File: src/rtl/core/tbavg_pkg.sv
// ----------------------------------------------------------------------------
// tbavg_pkg
// Shared constants and types for the three-axis block average.
// ----------------------------------------------------------------------------
package tbavg_pkg;

    localparam int MAX_SAMPLES = 32;
    localparam int SAMPLE_W    = 16;
    localparam int SUM_W       = SAMPLE_W + $clog2(MAX_SAMPLES);
    localparam int CNT_W       = $clog2(MAX_SAMPLES + 1);
    localparam int QDEPTH      = 2;
    localparam int QPTR_W      = $clog2(QDEPTH);
    localparam int QCNT_W      = $clog2(QDEPTH + 1);

    localparam logic [1:0] AXIS_X = 2'd0;
    localparam logic [1:0] AXIS_Y = 2'd1;
    localparam logic [1:0] AXIS_Z = 2'd2;

    // one closed run, handed from the accumulator to the divider
    typedef struct packed {
        logic signed [SUM_W-1:0] sum_x;
        logic signed [SUM_W-1:0] sum_y;
        logic signed [SUM_W-1:0] sum_z;
        logic [CNT_W-1:0]        count;
        logic                    dropped;
    } run_t;

    typedef struct packed {
        logic push;
        logic pop;
    } q_ctrl_t;

endpackage

File: src/rtl/core/three_axis_block_average.sv
// ----------------------------------------------------------------------------
// three_axis_block_average
// Averages runs of signed three-axis samples, one result per run.
// ----------------------------------------------------------------------------
// Usage:
//   s_axis carries one sample word per cycle: tdata = {z, y, x} (x lowest),
//   tlast closes the run. Up to MAX_SAMPLES words of a run are summed, later
//   words are dropped and reported through m_axis_tuser.
//   m_axis carries one word per run: tdata = {avg_z, avg_y, avg_x}, each the
//   sum divided by the count, truncated toward zero.
//   Input words are taken one per cycle while the two-entry run queue has
//   room. Each closed run is divided in a shared serial divider, one quotient
//   bit per cycle over SUM_W bits for each axis in turn. The next queued run
//   is taken only once the current result has moved to the output register.
//   A stalled receiver holds the result in the output register; the divider
//   then waits, the queue fills and s_axis_tready falls.
//   Reset clears the accumulators, the queue and the output valid.
// ----------------------------------------------------------------------------
module three_axis_block_average
    import tbavg_pkg::*;
(
    input  logic        aclk,
    input  logic        aresetn,
    input  logic        s_axis_tvalid,
    output logic        s_axis_tready,
    input  logic [47:0] s_axis_tdata,   // x_sample, y_sample, z_sample
    input  logic        s_axis_tlast,   // last_sample
    output logic        m_axis_tvalid,
    input  logic        m_axis_tready,
    output logic [47:0] m_axis_tdata,   // avg_x, avg_y, avg_z
    output logic        m_axis_tuser    // too_many
);

    logic    in_accept;
    logic    run_push;
    run_t    run_in;
    run_t    run_out;
    q_ctrl_t q_ctrl;
    logic    q_full;
    logic    q_empty;
    logic    q_pop;
    logic signed [SAMPLE_W-1:0] avg_x, avg_y, avg_z;

    assign s_axis_tready = !q_full;
    assign in_accept     = s_axis_tvalid && s_axis_tready;

    tbavg_front u_front (
        .aclk        (aclk),
        .aresetn     (aresetn),
        .in_accept   (in_accept),
        .x_sample    (s_axis_tdata[15:0]),
        .y_sample    (s_axis_tdata[31:16]),
        .z_sample    (s_axis_tdata[47:32]),
        .last_sample (s_axis_tlast),
        .run_push    (run_push),
        .run_data    (run_in)
    );

    assign q_ctrl.push  = run_push;
    assign q_ctrl.pop   = q_pop;

    tbavg_queue u_queue (
        .aclk    (aclk),
        .aresetn (aresetn),
        .ctrl_in (q_ctrl),
        .wr_data (run_in),
        .rd_data (run_out),
        .full    (q_full),
        .empty   (q_empty)
    );

    tbavg_back u_back (
        .aclk     (aclk),
        .aresetn  (aresetn),
        .q_empty  (q_empty),
        .q_data   (run_out),
        .q_pop    (q_pop),
        .m_valid  (m_axis_tvalid),
        .m_ready  (m_axis_tready),
        .avg_x    (avg_x),
        .avg_y    (avg_y),
        .avg_z    (avg_z),
        .too_many (m_axis_tuser)
    );

    assign m_axis_tdata = {avg_z, avg_y, avg_x};

endmodule

File: src/rtl/core/tbavg_front.sv
// ----------------------------------------------------------------------------
// tbavg_front
// Accepts sample words, accumulates the three axes and closes a run on tlast.
// ----------------------------------------------------------------------------
module tbavg_front
    import tbavg_pkg::*;
(
    input  logic                       aclk,
    input  logic                       aresetn,
    input  logic                       in_accept,
    input  logic signed [SAMPLE_W-1:0] x_sample,
    input  logic signed [SAMPLE_W-1:0] y_sample,
    input  logic signed [SAMPLE_W-1:0] z_sample,
    input  logic                       last_sample,
    output logic                       run_push,
    output run_t                       run_data
);

    logic signed [SUM_W-1:0] sum_x_reg, sum_x_next;
    logic signed [SUM_W-1:0] sum_y_reg, sum_y_next;
    logic signed [SUM_W-1:0] sum_z_reg, sum_z_next;
    logic [CNT_W-1:0]        count_reg, count_next;
    logic                    dropped_reg, dropped_next;
    logic                    in_room;
    run_t                    upd;

    assign in_room = count_reg < CNT_W'(MAX_SAMPLES);

    always_comb begin
        upd.sum_x   = sum_x_reg;
        upd.sum_y   = sum_y_reg;
        upd.sum_z   = sum_z_reg;
        upd.count   = count_reg;
        upd.dropped = dropped_reg;
        if (in_room) begin
            upd.sum_x = sum_x_reg + SUM_W'(x_sample);
            upd.sum_y = sum_y_reg + SUM_W'(y_sample);
            upd.sum_z = sum_z_reg + SUM_W'(z_sample);
            upd.count = count_reg + CNT_W'(1);
        end else begin
            upd.dropped = 1'b1;
        end
    end

    always_comb begin
        sum_x_next   = sum_x_reg;
        sum_y_next   = sum_y_reg;
        sum_z_next   = sum_z_reg;
        count_next   = count_reg;
        dropped_next = dropped_reg;
        if (in_accept) begin
            if (last_sample) begin
                sum_x_next   = '0;
                sum_y_next   = '0;
                sum_z_next   = '0;
                count_next   = '0;
                dropped_next = 1'b0;
            end else begin
                sum_x_next   = upd.sum_x;
                sum_y_next   = upd.sum_y;
                sum_z_next   = upd.sum_z;
                count_next   = upd.count;
                dropped_next = upd.dropped;
            end
        end
    end

    always_ff @(posedge aclk) begin
        if (!aresetn) begin
            sum_x_reg   <= '0;
            sum_y_reg   <= '0;
            sum_z_reg   <= '0;
            count_reg   <= '0;
            dropped_reg <= 1'b0;
        end else begin
            sum_x_reg   <= sum_x_next;
            sum_y_reg   <= sum_y_next;
            sum_z_reg   <= sum_z_next;
            count_reg   <= count_next;
            dropped_reg <= dropped_next;
        end
    end

    assign run_push = in_accept && last_sample;
    assign run_data = upd;

    a_count_bound: assert property (@(posedge aclk) disable iff (!aresetn)
        count_reg <= CNT_W'(MAX_SAMPLES))
        else $error("sample count above maximum");

endmodule

File: src/rtl/core/tbavg_queue.sv
// ----------------------------------------------------------------------------
// tbavg_queue
// Short queue of closed runs between the accumulator and the divider.
// ----------------------------------------------------------------------------
module tbavg_queue
    import tbavg_pkg::*;
(
    input  logic    aclk,
    input  logic    aresetn,
    input  q_ctrl_t ctrl_in,
    input  run_t    wr_data,
    output run_t    rd_data,
    output logic    full,
    output logic    empty
);

    run_t              entry_reg [QDEPTH];
    logic [QPTR_W-1:0] wr_ptr_reg, wr_ptr_next;
    logic [QPTR_W-1:0] rd_ptr_reg, rd_ptr_next;
    logic [QCNT_W-1:0] fill_reg, fill_next;

    assign full    = fill_reg == QCNT_W'(QDEPTH);
    assign empty   = fill_reg == '0;
    assign rd_data = entry_reg[rd_ptr_reg];

    always_comb begin
        wr_ptr_next = wr_ptr_reg;
        rd_ptr_next = rd_ptr_reg;
        fill_next   = fill_reg;
        if (ctrl_in.push) begin
            wr_ptr_next = (wr_ptr_reg == QPTR_W'(QDEPTH - 1)) ? '0 : wr_ptr_reg + QPTR_W'(1);
        end
        if (ctrl_in.pop) begin
            rd_ptr_next = (rd_ptr_reg == QPTR_W'(QDEPTH - 1)) ? '0 : rd_ptr_reg + QPTR_W'(1);
        end
        if (ctrl_in.push && !ctrl_in.pop) begin
            fill_next = fill_reg + QCNT_W'(1);
        end else if (ctrl_in.pop && !ctrl_in.push) begin
            fill_next = fill_reg - QCNT_W'(1);
        end
    end

    always_ff @(posedge aclk) begin
        if (ctrl_in.push) begin
            entry_reg[wr_ptr_reg] <= wr_data;
        end
    end

    always_ff @(posedge aclk) begin
        if (!aresetn) begin
            wr_ptr_reg <= '0;
            rd_ptr_reg <= '0;
            fill_reg   <= '0;
        end else begin
            wr_ptr_reg <= wr_ptr_next;
            rd_ptr_reg <= rd_ptr_next;
            fill_reg   <= fill_next;
        end
    end

    a_no_overflow: assert property (@(posedge aclk) disable iff (!aresetn)
        ctrl_in.push |-> !full)
        else $error("push into full queue");

    a_no_underflow: assert property (@(posedge aclk) disable iff (!aresetn)
        ctrl_in.pop |-> !empty)
        else $error("pop from empty queue");

endmodule

File: src/rtl/core/tbavg_back.sv
// ----------------------------------------------------------------------------
// tbavg_back
// Serial restoring divider shared by the three axes, plus the output register.
// ----------------------------------------------------------------------------
module tbavg_back
    import tbavg_pkg::*;
(
    input  logic                       aclk,
    input  logic                       aresetn,
    input  logic                       q_empty,
    input  run_t                       q_data,
    output logic                       q_pop,
    output logic                       m_valid,
    input  logic                       m_ready,
    output logic signed [SAMPLE_W-1:0] avg_x,
    output logic signed [SAMPLE_W-1:0] avg_y,
    output logic signed [SAMPLE_W-1:0] avg_z,
    output logic                       too_many
);

    localparam int BIT_W = $clog2(SUM_W);

    typedef enum logic [3:0] {
        ST_IDLE  = 4'b0001,
        ST_SETUP = 4'b0010,
        ST_DIV   = 4'b0100,
        ST_DONE  = 4'b1000
    } state_t;

    state_t                      state_reg, state_next;
    run_t                        run_reg;
    logic [1:0]                  axis_reg;
    logic [BIT_W-1:0]            bit_reg;
    logic [SUM_W-1:0]            dvd_reg;
    logic [CNT_W-1:0]            rem_reg;
    logic                        neg_reg;
    logic signed [SAMPLE_W-1:0]  res_x_reg, res_y_reg, res_z_reg;
    logic                        m_valid_reg;
    logic signed [SAMPLE_W-1:0]  avg_x_reg, avg_y_reg, avg_z_reg;
    logic                        too_many_reg;

    logic signed [SUM_W-1:0]     sel_sum;
    logic [CNT_W:0]              trial;
    logic                        fits;
    logic [SUM_W-1:0]            quot;
    logic [SUM_W-1:0]            signed_q;
    logic                        div_last;
    logic                        out_free;

    always_comb begin
        case (axis_reg)
            AXIS_X:  sel_sum = run_reg.sum_x;
            AXIS_Y:  sel_sum = run_reg.sum_y;
            default: sel_sum = run_reg.sum_z;
        endcase
    end

    assign trial    = {rem_reg, dvd_reg[SUM_W-1]};
    assign fits     = trial >= {1'b0, run_reg.count};
    assign quot     = {dvd_reg[SUM_W-2:0], fits};
    assign signed_q = neg_reg ? -quot : quot;
    assign div_last = bit_reg == BIT_W'(SUM_W - 1);
    assign out_free = !m_valid_reg || m_ready;
    assign q_pop    = (state_reg == ST_IDLE) && !q_empty;

    always_comb begin
        state_next = state_reg;
        unique case (state_reg)
            ST_IDLE:  if (!q_empty) state_next = ST_SETUP;
            ST_SETUP: state_next = ST_DIV;
            ST_DIV: begin
                if (div_last) begin
                    state_next = (axis_reg == AXIS_Z) ? ST_DONE : ST_SETUP;
                end
            end
            ST_DONE:  if (out_free) state_next = ST_IDLE;
            default:  state_next = ST_IDLE;
        endcase
    end

    always_ff @(posedge aclk) begin
        if (!aresetn) begin
            state_reg   <= ST_IDLE;
            axis_reg    <= AXIS_X;
            m_valid_reg <= 1'b0;
        end else begin
            state_reg <= state_next;
            if (q_pop) begin
                axis_reg <= AXIS_X;
            end else if (state_reg == ST_DIV && div_last && axis_reg != AXIS_Z) begin
                axis_reg <= axis_reg + 2'd1;
            end
            if (state_reg == ST_DONE && out_free) begin
                m_valid_reg <= 1'b1;
            end else if (m_ready) begin
                m_valid_reg <= 1'b0;
            end
        end
    end

    always_ff @(posedge aclk) begin
        if (q_pop) begin
            run_reg <= q_data;
        end
        if (state_reg == ST_SETUP) begin
            neg_reg <= sel_sum[SUM_W-1];
            dvd_reg <= sel_sum[SUM_W-1] ? -sel_sum : sel_sum;
            rem_reg <= '0;
            bit_reg <= '0;
        end else if (state_reg == ST_DIV) begin
            dvd_reg <= quot;
            rem_reg <= fits ? CNT_W'(trial - {1'b0, run_reg.count}) : trial[CNT_W-1:0];
            bit_reg <= bit_reg + BIT_W'(1);
            if (div_last) begin
                case (axis_reg)
                    AXIS_X:  res_x_reg <= signed_q[SAMPLE_W-1:0];
                    AXIS_Y:  res_y_reg <= signed_q[SAMPLE_W-1:0];
                    default: res_z_reg <= signed_q[SAMPLE_W-1:0];
                endcase
            end
        end
        if (state_reg == ST_DONE && out_free) begin
            avg_x_reg    <= res_x_reg;
            avg_y_reg    <= res_y_reg;
            avg_z_reg    <= res_z_reg;
            too_many_reg <= run_reg.dropped;
        end
    end

    assign m_valid  = m_valid_reg;
    assign avg_x    = avg_x_reg;
    assign avg_y    = avg_y_reg;
    assign avg_z    = avg_z_reg;
    assign too_many = too_many_reg;

    a_axis_range: assert property (@(posedge aclk) disable iff (!aresetn)
        state_reg == ST_DIV |-> axis_reg == AXIS_X || axis_reg == AXIS_Y
                                || axis_reg == AXIS_Z)
        else $error("axis select out of range");

    a_load_from_done: assert property (@(posedge aclk) disable iff (!aresetn)
        $rose(m_valid_reg) |-> $past(state_reg == ST_DONE))
        else $error("result raised outside done state");

    a_div_ends: assert property (@(posedge aclk) disable iff (!aresetn)
        state_reg == ST_DIV && div_last && axis_reg == AXIS_Z |=> state_reg == ST_DONE)
        else $error("divider did not finish run");

endmodule

File: config.mk
export PLATFORM = sky130hd
export DESIGN_NAME = three_axis_block_average
export DESIGN_NICKNAME = d
export VERILOG_FILES = /design/src/rtl/core/tbavg_pkg.sv /design/src/rtl/core/three_axis_block_average.sv /design/src/rtl/core/tbavg_front.sv /design/src/rtl/core/tbavg_queue.sv /design/src/rtl/core/tbavg_back.sv
export SDC_FILE = /design/constraint.sdc
export NUM_CORES = 1
export LEC_CHECK = 0
export ABC_AREA = 1
export BUFFER_PORTS_ARGS = -buffer_cell sky130_fd_sc_hd__buf_2
export CORE_MARGIN = 4
export CORE_UTILIZATION = 30
export CTS_CLUSTER_SIZE = 40
export DETAILED_ROUTE_END_ITERATION = 8
export PLACE_DENSITY_LB_ADDON = 0.1
export REMOVE_ABC_BUFFERS = 1
export SLEW_MARGIN = 20
export SYNTH_ARGS = -nofsm -noshare
export SYNTH_HDL_FRONTEND = slang
export SYNTH_SLANG_ARGS = --single-unit
File: constraint.sdc
create_clock -name aclk -period 14.7 [get_ports aclk]
set_clock_uncertainty 0.05 [all_clocks]
set_input_delay 0.735 -clock aclk [delete_from_list [all_inputs] [get_ports aclk]]
set_output_delay 0.735 -clock aclk [all_outputs]
set_load 0.01 [all_outputs]
# After elaboration in Yosys (flattened, before gate mapping)
# Memories as Yosys holds them, arrays and structs flattened. A register that Yosys moved wholly into a read port is not among the register bits.
# Index checks and enable logic that the tools add are counted.
# op_classes
addsub,13
n_mul,0
div_mod_pow,0
magnitude_cmp,2
n_eq_ne,12
shifts,0
muxes,26
n_bitwise,3
reduce_logical,25
# ops
operator,count
2-to-1 mux 21 bit,6
2-to-1 mux 69 bit,1
adder 21 x 16 -> 21 bit,3
case mux 21 bit (2 select lines),1
negator 21 bit,1
2-to-1 mux 16 bit,1
2-to-1 mux 4 bit,4
negator 16 bit,1
case mux 4 bit (4 select lines),1
2-to-1 mux 6 bit,2
AND reduction 4 bit,3
logical AND 1 bit,8
2-to-1 mux 1 bit,8
greater-or-equal comparator 7 x 6 -> 1 bit,1
"adder 6 x 1 -> 6 bit, second input constant",1
"< comparator 6 bit, second input constant",1
nonzero test 2 bit,3
subtractor 6 bit,1
"adder 5 x 1 -> 5 bit, second input constant",1
"equality test 5 bit, second input constant",1
logical NOT 1 bit,5
"adder 2 x 1 -> 2 bit, second input constant",2
"equality test 2 bit, second input constant",2
"equality test 4 x 1 -> 1 bit, second input constant",1
other kinds (14),22
# word_totals
register_bits,211
latch_bits,0
ramBits,140
mem_bits_ro,0
in_bits,53
output_inout_bits,51
elab_cells,104
n_memories,1
# memory_table
name,words,width,rd,rd_clocked_by_memory_dff,write_ports,line_no,source
u_queue.entry_reg,2,70,1,1,1,tbavg_queue.sv:17,run_t entry_reg [QDEPTH];

# Depth between registers and ports, before layout
# Gate-level depths: netlist of the first run.
# depth
depth_word,8
mapped_depth,18
ltp_nobuf,17

# Hierarchy
# Synthesis of the first run repeated with hierarchy kept, for this count alone.
# unflattened
hier_cells,2275
hier_area_um2,21700.8
# modules_own_cells
mod,n_inst,cells_per_inst,area_per_inst_um2,seq_area_each_um2
tbavg_back,1,703,8470.6,6035.8
tbavg_front,1,1316,7582.3,1401.3
tbavg_queue,1,253,5634.2,4304.1
three_axis_block_average,1,3,13.8,0.0

# Worst setup path after synthesis of the first run
# OpenSTA, ideal clock, no wires.
# synth_path
path_type,in2reg
startpoint,input m_axis_tready
endpoint,register u_back.avg_x_reg[0] (netlist: u_back.avg_x[0]) (enable)
arrival_ps,5455
required_time_ps,14073
setup_slack_ps,8618
stages,2
path_buffers,0
path_cell_list,nor2_1 > nor4_1
# synth_via
elab_chain_len,2
# synth_rtl
item,line_no,source
from (decl),three_axis_block_average.sv:29,"input logic m_axis_tready,"
logical OR 1 bit,tbavg_back.sv:63,assign out_free = !m_valid_reg || m_ready;
logical AND 1 bit,tbavg_back.sv:122,if (state_reg == ST_DONE && out_free) begin
to (signal assigned),tbavg_back.sv:123,avg_x_reg <= res_x_reg;
to (decl),tbavg_back.sv:39,"logic signed [SAMPLE_W-1:0] avg_x_reg, avg_y_reg, avg_z_reg;"
# No other way between the ends.
# A chain may end at the register's enable or synchronous reset.

# Worst setup path in the final report of the first run
# layout_path
startpoint,"register, netlist name u_back.run_reg[5]"
endpoint,"register u_back.res_y_reg[14], data pin"
# layout_via
elab_chain_len,3
# layout_rtl
item,line_no,source
greater-or-equal comparator 7 x 6 -> 1 bit,tbavg_back.sv:59,"assign fits = trial >= {1'b0, run_reg.count};"
negator 16 bit,tbavg_back.sv:61,assign signed_q = neg_reg ? -quot : quot;
2-to-1 mux 16 bit,tbavg_back.sv:61,
net u_back.signed_q[14],tbavg_back.sv:46,logic [SUM_W-1:0] signed_q;
to (signal assigned),tbavg_back.sv:117,AXIS_Y: res_y_reg <= signed_q[SAMPLE_W-1:0];
to (decl),tbavg_back.sv:37,"logic signed [SAMPLE_W-1:0] res_x_reg, res_y_reg, res_z_reg;"
# The timed path passes the listed nets, and every way through them passes these cells.

==> run summary, run 1 <==
Outcome: completed
Switching share of power: 32.71%
VDD IR max: 0.07847 mV
Max FFs per register: 140
CTS tree: built
Int Power: 2.495 mW
Clock sink count: 421
Clock power share: 31.3%
Core Box Area: 0.06883 mm^2
Critical path peak fanout: 18
Die area: 0.07395 mm^2
Die Y: 271.9 um
Fin crit share: 25.12%
Final hold vios: 0
I/O pin count: 104
Sequential cell fraction of total power: 44.3%
Vias in the first global route: 14,913
Tmin final: 3693 ps
Final TNS setup: 0 ps
Synth area leaders: edfxtp_1 (47%), nand2_1 (15%), dfxtp_1 (8.8%), ha_1 (4.5%), inv_1 (4.2%)
Grt total ovfl: 0
# rows: 96
Largest net degree at the start of global routing: 72
Reg-to-reg endpoint: u_back.res_y_reg[14]
# port buffers: 103
Worst R2R Start: u_back.run_reg[5]
DP HPWL: 37,790 um
Most used cell along the critical path: inv_1
CP Class: reg2reg
Post_cts resized: 0
WP data required: 14,950 ps
Total Routing Usage GR: 14.41%
Register area share after synthesis: 56.09%
Final nets: 2,596
Crit. End Element: flop
RSZ-0062 raised after global routing: no
Vias per inst: 4.482
Final setup margin: 11,010 ps
Setup crit start kind: flop
Area Overhead vs Synth: 14.82%
CP endpoint: u_back.res_y_reg[14]
CTS Buffer Depth: 3
Slew headroom: 37.20%
Hold Path Class: reg2reg
Drt first-iter violations: 851
FMAX: 270.8 MHz
Cell Area, Synth: 0.02090 mm^2
DRT Wirelength: 53,640 um
Critical path depth: 14
Clock-pin slew on the worst setup and hold paths: 60 ps
Share of the synthesized area in the top cell type: 47.27%
Synth warn: 0
Dpl ws: 10,950 ps
Syn Inst Count: 2,362
Largest area contributor in the netlist: edfxtp_1
Clk_lat worst skew: 570 ps
Crit path cell chain: inv_1, ha_1, a21o_1, a211oi_1, nand3_1, inv_1, ha_1, inv_1, nor3_1, nor3b_1, nand3_1, nand2_1, o21ai_0, xor2_1
Post-layout total power: 3.708 mW
Final core occ: 34.87%
Root buffer cell: clkbuf_16
Die Wd: 271.9 um
Avg Cell Area, Syn: 8.848 um^2
Critical path origin: u_back.run_reg[5]
Leakage power: 10.11 nW
Post-route insts no fill: 3,434
Initial antenna violation count: 0
Gate power share: 24.4%
Sw Pwr: 1.213 mW
Post-CTS Hold Buffers: 0
Slowest-stage cell, CP: nand3_1
Maxcap violations: 0
Data arrival time of the critical path: 3940 ps
Setup bufs post-CTS: 0
Layout cells sized above 1: 9.908%
H-tree depth: 2
DR WL/cell: 15.62 um
Pwr/cell area: 154.5 mW/mm^2
Global placer's final weighted congestion: 0.8308
Initial core utilization: 30.36%
FF+latch count, synth: 421
Family with the most delay on the worst path: simple AND/OR/NAND/NOR gates
WP buf/inv: 3
ANT cells: 0
Final ANT Viol Nets: 0
Cells on worst reg2reg path: 14
Number of setup violations in the final report: 0
Placed Instances: 3,346
CTS buffer count: 47
R2R Setup Slk: 11,010 ps
Worst path max stage delay: 540 ps
Vias: 15,390
Drt drc: 0
Cell variety after synth: 42
Pre-antenna DRT Iters: 7
Fin. max-slew vios: 0
Fillcell total: 7,083
First-pass GRT wire length: 85,090 um
Worst-margin pin slew: 942.0 ps
## power by group through the flow
stage                     logic (mW)  registers (mW)  clock network, mW
after floorplan                0.623            1.64                  0
after global placement         0.922            1.67                  0
after detailed placement       0.929            1.67                  0
after CTS                      0.933            1.65               1.20
after global routing            1.05            1.66               1.25
final                          0.906            1.64               1.16
## layer usage
| metal | global-route usage, % | wire (um) | vias to the layer above |
|---|---|---|---|
| li1 | - | - | 8025 |
| met1 | 20.10 | 25850 | 7073 |
| met2 | 23.85 | 24940 | 238 |
| met3 | 2.290 | 2002 | 54 |
| met4 | 2.915 | 848 | 0 |
| met5 | 0 | 0 | - |
## Yosys cell counts (all sizes together)
cell / n
or2: 30
edfxtp: 329
inv: 242
clkinv: 1
clkbuf: 48
nor3b: 3
a22o: 2
xnor2: 20
nand2: 837
and2: 28
a211oi: 4
ha: 75
nor2: 147
o21bai: 10
a31oi: 6
buf: 19
o22ai: 10
o211ai: 2
nand3b: 13
nor4: 4
a21oi: 128
nor3: 16
o21ai: 63
fa: 4
a21o: 2
xor2: 19
nand3: 176
dfxtp: 92
a22oi: 9
nand4: 23
## cells by family after synthesis
kind of cell	share of synthesized area (%)
AO/OA/AOI/OAI	6.161
XOR/XNOR	1.634
flip-flops	56.09
buffers and inverters	5.705
adder cells (fa/ha/maj)	4.873
AND/OR/NAND/NOR	25.54
## through the flow
stage / instance area [um^2] / hold WS (ps)
finish: 24000 / 366.9
global route: 24000 / 369.4
CTS: 24000 / 341.9
detailed placement: 22490 / 354.5
global placement: 22490 / 355.3
floorplan: 20620 / 350.3
## final cells by class
class | count | area, um^2 | area share [%]
clock buffer | 57 | 1214 | 5.058
clock inverter | 31 | 295.3 | 1.231
inverter | 243 | 912.1 | 3.801
multi-input combinational | 1631 | 8044 | 33.52
sequential | 421 | 11720 | 48.86
tap | 931 | 1165 | 4.854
timing repair buffer | 120 | 643.1 | 2.680
## cells in the final DEF, fill, tap and decap left out, types with 11 or more instances in the layout
cell type	netlist	routed
nand2_1	835	834
edfxtp_1	329	329
inv_1	236	235
nand3_1	173	173
nor2_1	145	142
a21oi_1	126	125
buf_2	11	103
dfxtp_1	92	90
ha_1	75	75
o21ai_0	52	52
clkbuf_16	0	47
or2_2	29	29
and2_1	28	28
nand4_1	23	23
xnor2_1	20	20
xor2_1	19	19
buf_4	2	17
nor3_1	16	14
nand3b_1	13	13
clkinv_2	0	11
## how the worst min path moves through the flow
stage	endpoint	depth (start not counted)	from	slack, ps
after global routing	u_back.avg_z[4]	0	u_back.res_z_reg[4]	370
after global placement	u_back.avg_z[10]	0	u_back.res_z_reg[10]	360
after detailed placement	u_back.avg_y[2]	0	u_back.res_y_reg[2]	350
after CTS	u_back.state_reg[0]	2	aresetn	340
final	u_back.avg_y[2]	0	u_back.res_y_reg[2]	370
after floorplan	u_back.avg_x[0]	0	u_back.res_x_reg[0]	350
Note: power is estimated with default switching activity, not from simulation.
==> inputs of run 2 (changes only) <==
Clock period 14.7 ns to 3.4 ns, I/O delays scaled along.
==> run summary, run 2 (synthesis results as in run 1) <==
Outcome: completed
Hold Path Class: in2reg
Root buffer cell: clkbuf_16
Most used cell along the critical path: inv_1
Slew headroom: 34.60% (-2.6 points)
DP HPWL: 38,780 um (+2.6%)
Initial antenna violation count: 0 (unchanged)
Register area: 0.01172 mm^2 (unchanged)
Fin area: 0.02429 mm^2 (+1.2%)
Placed Area: 0.02265 mm^2 (+0.74%)
Number of setup violations in the final report: 0 (unchanged)
Post-route insts no fill: 3,453 (+0.55%)
Worst-margin pin slew: 981.0 ps (+38.99 ps)
Drt first-iter violations: 893 (+4.9%)
Family with the most delay on the worst path: simple AND/OR/NAND/NOR gates
Area occupied by multi-input gates: 0.008044 mm^2 (unchanged)
First-pass GRT wire length: 85,760 um (+0.79%)
CTS buffer count: 48 (+2.1%)
WP buf/inv: 3 (unchanged)
Hold slack final: 50.96 ps (-315.9 ps)
Setup bufs post-CTS: 0 (unchanged)
Die Y: 271.9 um (unchanged)
I/O pin count: 104 (unchanged)
M1 GR Usage: 19.98% (-0.12 points)
Area Overhead vs Synth: 16.21%
Final hold vios: 0 (unchanged)
Crit. End Element: flop
Leakage power: 10.23 nW (+1.3%)
Critical path peak fanout: 4 (-14)
Final core occ: 35.29% (+0.42 points)
Global placer's final weighted congestion: 0.7958 (-4.2%)
Vias per inst: 4.514 (+0.73%)
CTS Buffer Depth: 3 (unchanged)
Placed Instances: 3,358 (+0.36%)
Tmin final: 3069 ps (-623.7 ps)
DRT Wirelength: 54,040 um (+0.74%)
Post-CTS Hold Buffers: 5 (+5)
M2 GR Usage: 24.21% (+0.36 points)
Fin crit share: 90.26% (+65 points)
Largest net degree at the start of global routing: 73 (+1.4%)
DR WL/cell: 15.65 um (+0.18%)
WP data required: 3650 ps (-11,300 ps)
Post-layout total power: 16.29 mW (+340%)
VDD IR max: 0.3287 mV (+320%)
H-tree depth: 2 (unchanged)
Die Wd: 271.9 um (unchanged)
Layout cells sized above 1: 10.31% (+0.40 points)
Pre-antenna DRT Iters: 5 (-2)
Total Routing Usage GR: 14.54% (+0.13 points)
Core Box Area: 0.06883 mm^2 (unchanged)
Fillcell total: 7,055 (-0.40%)
ANT cells: 0 (unchanged)
Crit path cell chain: inv_1, ha_1, a21o_1, a211oi_1, nand3_1, inv_1, ha_1, inv_1, nor3_1, nor3b_1, nand3_1, nand2_1, o21ai_0, xor2_1
Top Usage Layer GRT: met2
Final nets: 2,614 (+0.69%)
Fin. max-slew vios: 0 (unchanged)
Global Route met3 Usage: 1.929% (-0.36 points)
Clock-pin slew on the worst setup and hold paths: 60 ps (about the same)
Data arrival time of the critical path: 3310 ps (-630 ps)
# rows: 96 (unchanged)
# port buffers: 103 (unchanged)
Commonest non-fill, non-tap cells in the layout: nand2_1 (834), edfxtp_1 (329), inv_1 (235)
Clock sink count: 421 (unchanged)
Maxcap violations: 0 (unchanged)
Vias in the first global route: 15,329 (+2.8%)
Clk_lat worst skew: 570 ps (about the same)
Worst path max stage delay: 340 ps (-200 ps)
Commonest non-fill, non-tap cell in the layout: nand2_1
Slowest-stage cell, CP: nor3b_1
FMAX: 325.8 MHz (+20%)
Post_cts resized: 0 (unchanged)
CP Class: reg2reg
Vias: 15,588 (+1.3%)
Initial core utilization: 30.36% (unchanged)
Die area: 0.07395 mm^2 (unchanged)
Final ANT Viol Nets: 0 (unchanged)
Grt total ovfl: 0 (unchanged)
Setup crit start kind: flop
CTS tree: built
RSZ-0062 raised after global routing: no
Drt drc: 0 (unchanged)
Max FFs per register: 140 (unchanged)
Pwr/cell area: 670.9 mW/mm^2 (+330%)
-- run 2: final timing paths --
| check | startpoint | endpoint | slack [ps] | depth (start not counted) |
|---|---|---|---|---|
| max | u_back.run_reg[5] | u_back.res_y_reg[14] | 330 | 14 |
| min reg2reg | u_back.res_z_reg[9] | u_back.avg_z[9] | 370 | 0 |
| min | s_axis_tdata[0] | u_queue.entry_reg[0][49] | 50 | 4 |
| max reg2reg | u_back.run_reg[5] | u_back.res_y_reg[14] | 330 | 14 |
-- run 2: final cells by class --
class / count / share of cell area, %
multi-input combinational: 1631 / 33.12
inverter: 243 / 3.761
sequential: 421 / 48.27
tap: 931 / 4.796
timing repair buffer: 137 / 3.534
clock inverter: 21 / 0.9943
clock buffer: 69 / 5.523
-- run 2: layer usage --
layer  vias to the layer above  share of wire, %
met3                        66               3.3
met5                         -                 0
met4                         0               2.3
met1                      7217                48
li1                       8074                 -
met2                       231                46
-- run 2: stage by stage --
| step | setup TNS, ps | setup WS (ps) |
|---|---|---|
| floorplan | -554450 | -2376 |
| global placement | 0 | 390.8 |
| detailed placement | 0 | 347.6 |
| CTS | 0 | 332.7 |
| global route | 0 | 3.920 |
| finish | 0 | 331.0 |
-- run 2: tightest hold or removal path: stages --
cell     delay, ps
buf_2           80
ha_1           120
nand2_1         50
nand2_1        120
-- run 2: power by group --
| group | switching, mW | internal [mW] | leakage [nW] | total, mW |
|---|---|---|---|---|
| registers | 0.435 | 6.68 | 3.76 | 7.12 |
| logic | 2.76 | 1.25 | 5.70 | 4.01 |
| clock network | 2.04 | 3.13 | 0.770 | 5.17 |
==> inputs of run 3 (changes only) <==
Settings changed: CORE_ASPECT_RATIO set to 1.2.
==> run summary, run 3 (synthesis results as in run 1) <==
Outcome: completed
Grt total ovfl: 0 (unchanged)
Number of setup violations in the final report: 0 (unchanged)
Final core occ: 35.37% (+0.087 points)
Placed Area: 0.02272 mm^2 (+0.28%)
Worst-margin pin slew: 1020 ps (+39.37 ps)
Fin. max-slew vios: 0 (unchanged)
Fillcell total: 7,027 (-0.40%)
Vias per inst: 4.498 (-0.35%)
Commonest non-fill, non-tap cells in the layout: nand2_1 (834), edfxtp_1 (329), inv_1 (235)
Clock sink count: 421 (unchanged)
Worst path max stage delay: 370 ps (+30 ps)
Min-delay src: s_axis_tdata[16]
# rows: 105 (+9.4%)
FMAX: 341.6 MHz (+4.8%)
Initial core utilization: 30.42% (+0.051 points)
Slowest-stage cell, CP: edfxtp_1
DP HPWL: 39,640 um (+2.2%)
WP data required: 3660 ps (about the same)
VDD IR max: 0.4703 mV (+43%)
DR WL/cell: 15.83 um (+1.1%)
Die area: 0.07397 mm^2 (about the same)
Layout cells sized above 1: 10.83% (+0.52 points)
Crit. End Element: flop
DRT Wirelength: 54,430 um (+0.73%)
Top Usage Layer GRT: met2
Critical path origin: u_back.run_reg[5]
Root buffer cell: clkbuf_16
Max FFs per register: 140 (unchanged)
M1 GR Usage: 18.20% (-1.8 points)
Critical path peak fanout: 4 (unchanged)
CTS Buffer Depth: 3 (unchanged)
Initial antenna violation count: 0 (unchanged)
Global Route met3 Usage: 2.186% (+0.26 points)
Sequential cell fraction of total power: 43.5% (-0.2 points)
Drt first-iter violations: 727 (-19%)
Pwr/cell area: 670.1 mW/mm^2 (-0.11%)
Largest net degree at the start of global routing: 74 (+1.4%)
CTS buffer count: 47 (-2.1%)
Hold Path Class: in2reg
Final nets: 2,626 (+0.46%)
CTS tree: built
Fin area: 0.02431 mm^2 (about the same)
Worst R2R Start: u_back.run_reg[5]
Vias: 15,470 (-0.76%)
Die Wd: 248.9 um (-8.5%)
I/O pin count: 104 (unchanged)
Fin crit share: 86.09% (-4.2 points)
Clock power share: 31.4% (-0.3 points)
M2 GR Usage: 26.13% (+1.9 points)
Slew headroom: 31.97% (-2.6 points)
Setup bufs post-CTS: 0 (unchanged)
Hold slack final: 36.43 ps (-14.53 ps)
Maxcap violations: 0 (unchanged)
Commonest non-fill, non-tap cell in the layout: nand2_1
First-pass GRT wire length: 86,980 um (+1.4%)
Gate power share: 25.1% (+0.5 points)
RSZ-0062 raised after global routing: no
Data arrival time of the critical path: 3180 ps (-130 ps)
Clock-pin slew on the worst setup and hold paths: 60 ps (about the same)
Most used cell along the critical path: inv_1
Drt drc: 0 (unchanged)
Int Power: 10.97 mW (-0.80%)
Tmin final: 2927 ps (-141.8 ps)
Core Box Area: 0.06871 mm^2 (-0.17%)
Pre-antenna DRT Iters: 4 (-1)
Final ANT Viol Nets: 0 (unchanged)
Leakage power: 10.27 nW (+0.34%)
ANT cells: 0 (unchanged)
Sw Pwr: 5.318 mW (+1.6%)
Dpl ws: 265.8 ps (-81.79 ps)
Area Overhead vs Synth: 16.30% (about the same)
Post-layout total power: 16.29 mW (about the same)
Die Y: 297.1 um (+9.3%)
Total Routing Usage GR: 14.58% (+0.039 points)
# port buffers: 103 (unchanged)
Global placer's final weighted congestion: 0.8179 (+2.8%)
Final hold vios: 0 (unchanged)
Final setup margin: 472.9 ps (+141.8 ps)
Vias in the first global route: 15,647 (+2.1%)
Family with the most delay on the worst path: simple AND/OR/NAND/NOR gates
Switching share of power: 32.65% (+0.52 points)
CP Class: reg2reg
Clk_lat worst skew: 580 ps (about the same)
Crit path cell chain: inv_1, ha_1, a21o_1, a211oi_1, nand3_1, inv_1, ha_1, inv_1, nor3_1, nor3b_2, nand3_1, nand2_1, o21ai_0, xor2_1
H-tree depth: 2 (unchanged)
WP buf/inv: 3 (unchanged)
Setup crit start kind: flop
## run 3: power groups by stage
stage / Combinational, mW / Clock, mW / Sequential (mW)
finish: 4.09 / 5.11 / 7.09
global route: 4.72 / 5.50 / 7.17
CTS: 4.21 / 5.30 / 7.11
detailed placement: 4.19 / 0 / 7.21
global placement: 4.16 / 0 / 7.22
floorplan: 2.68 / 0 / 7.10
## run 3: worst paths after layout
path | endpoint | slack (ps) | cells past startpoint
min | u_queue.entry_reg[1][28] | 40 | 4
max | u_back.res_z_reg[14] | 470 | 14
max reg2reg | u_back.res_z_reg[14] | 470 | 14
min reg2reg | u_back.avg_z[3] | 370 | 0
## run 3: routing by layer
metal	vias to the layer above	part of all wire, %
met5	-	0
met4	0	2.9
met3	81	2.9
met2	198	50
met1	7109	44
li1	8082	-
## run 3: cell type report
| cell class | instances | area [um^2] | share of cell area, % |
|---|---|---|---|
| Timing Repair Buffer | 150 | 940.9 | 3.871 |
| Clock buffer | 61 | 1250 | 5.143 |
| Sequential cell | 421 | 11720 | 48.23 |
| Multi-Input combinational cell | 1631 | 8049 | 33.12 |
| Tap cell | 909 | 1137 | 4.679 |
| Clock inverter | 24 | 292.8 | 1.205 |
| Inverter | 243 | 912.1 | 3.753 |
## run 3: per-stage QoR
step	setup TNS [ps]	cells
2_1_floorplan	-554450	2295
3_3_place_gp	0	3350
3_5_place_dp	0	3350
4_1_cts	0	3439
5_1_grt	0	3439
6_report	0	3439
## run 3: worst reg2reg max path: stages, from the launching register on
cell and delay, ps:
edfxtp_1 370, inv_1 60, ha_1 260, a21o_1 210, a211oi_1 190, nand3_1 130, inv_1 160, ha_1 170
inv_1 50, nor3_1 160, nor3b_2 270, nand3_1 150, nand2_1 110, o21ai_0 120, xor2_1 190
## run 3: repair_timing
action,CTS,global route
resized for setup,0,1
endpoints found under the hold margin,17,0
endpoints found under the setup margin,0,3
hold buffers,4,0
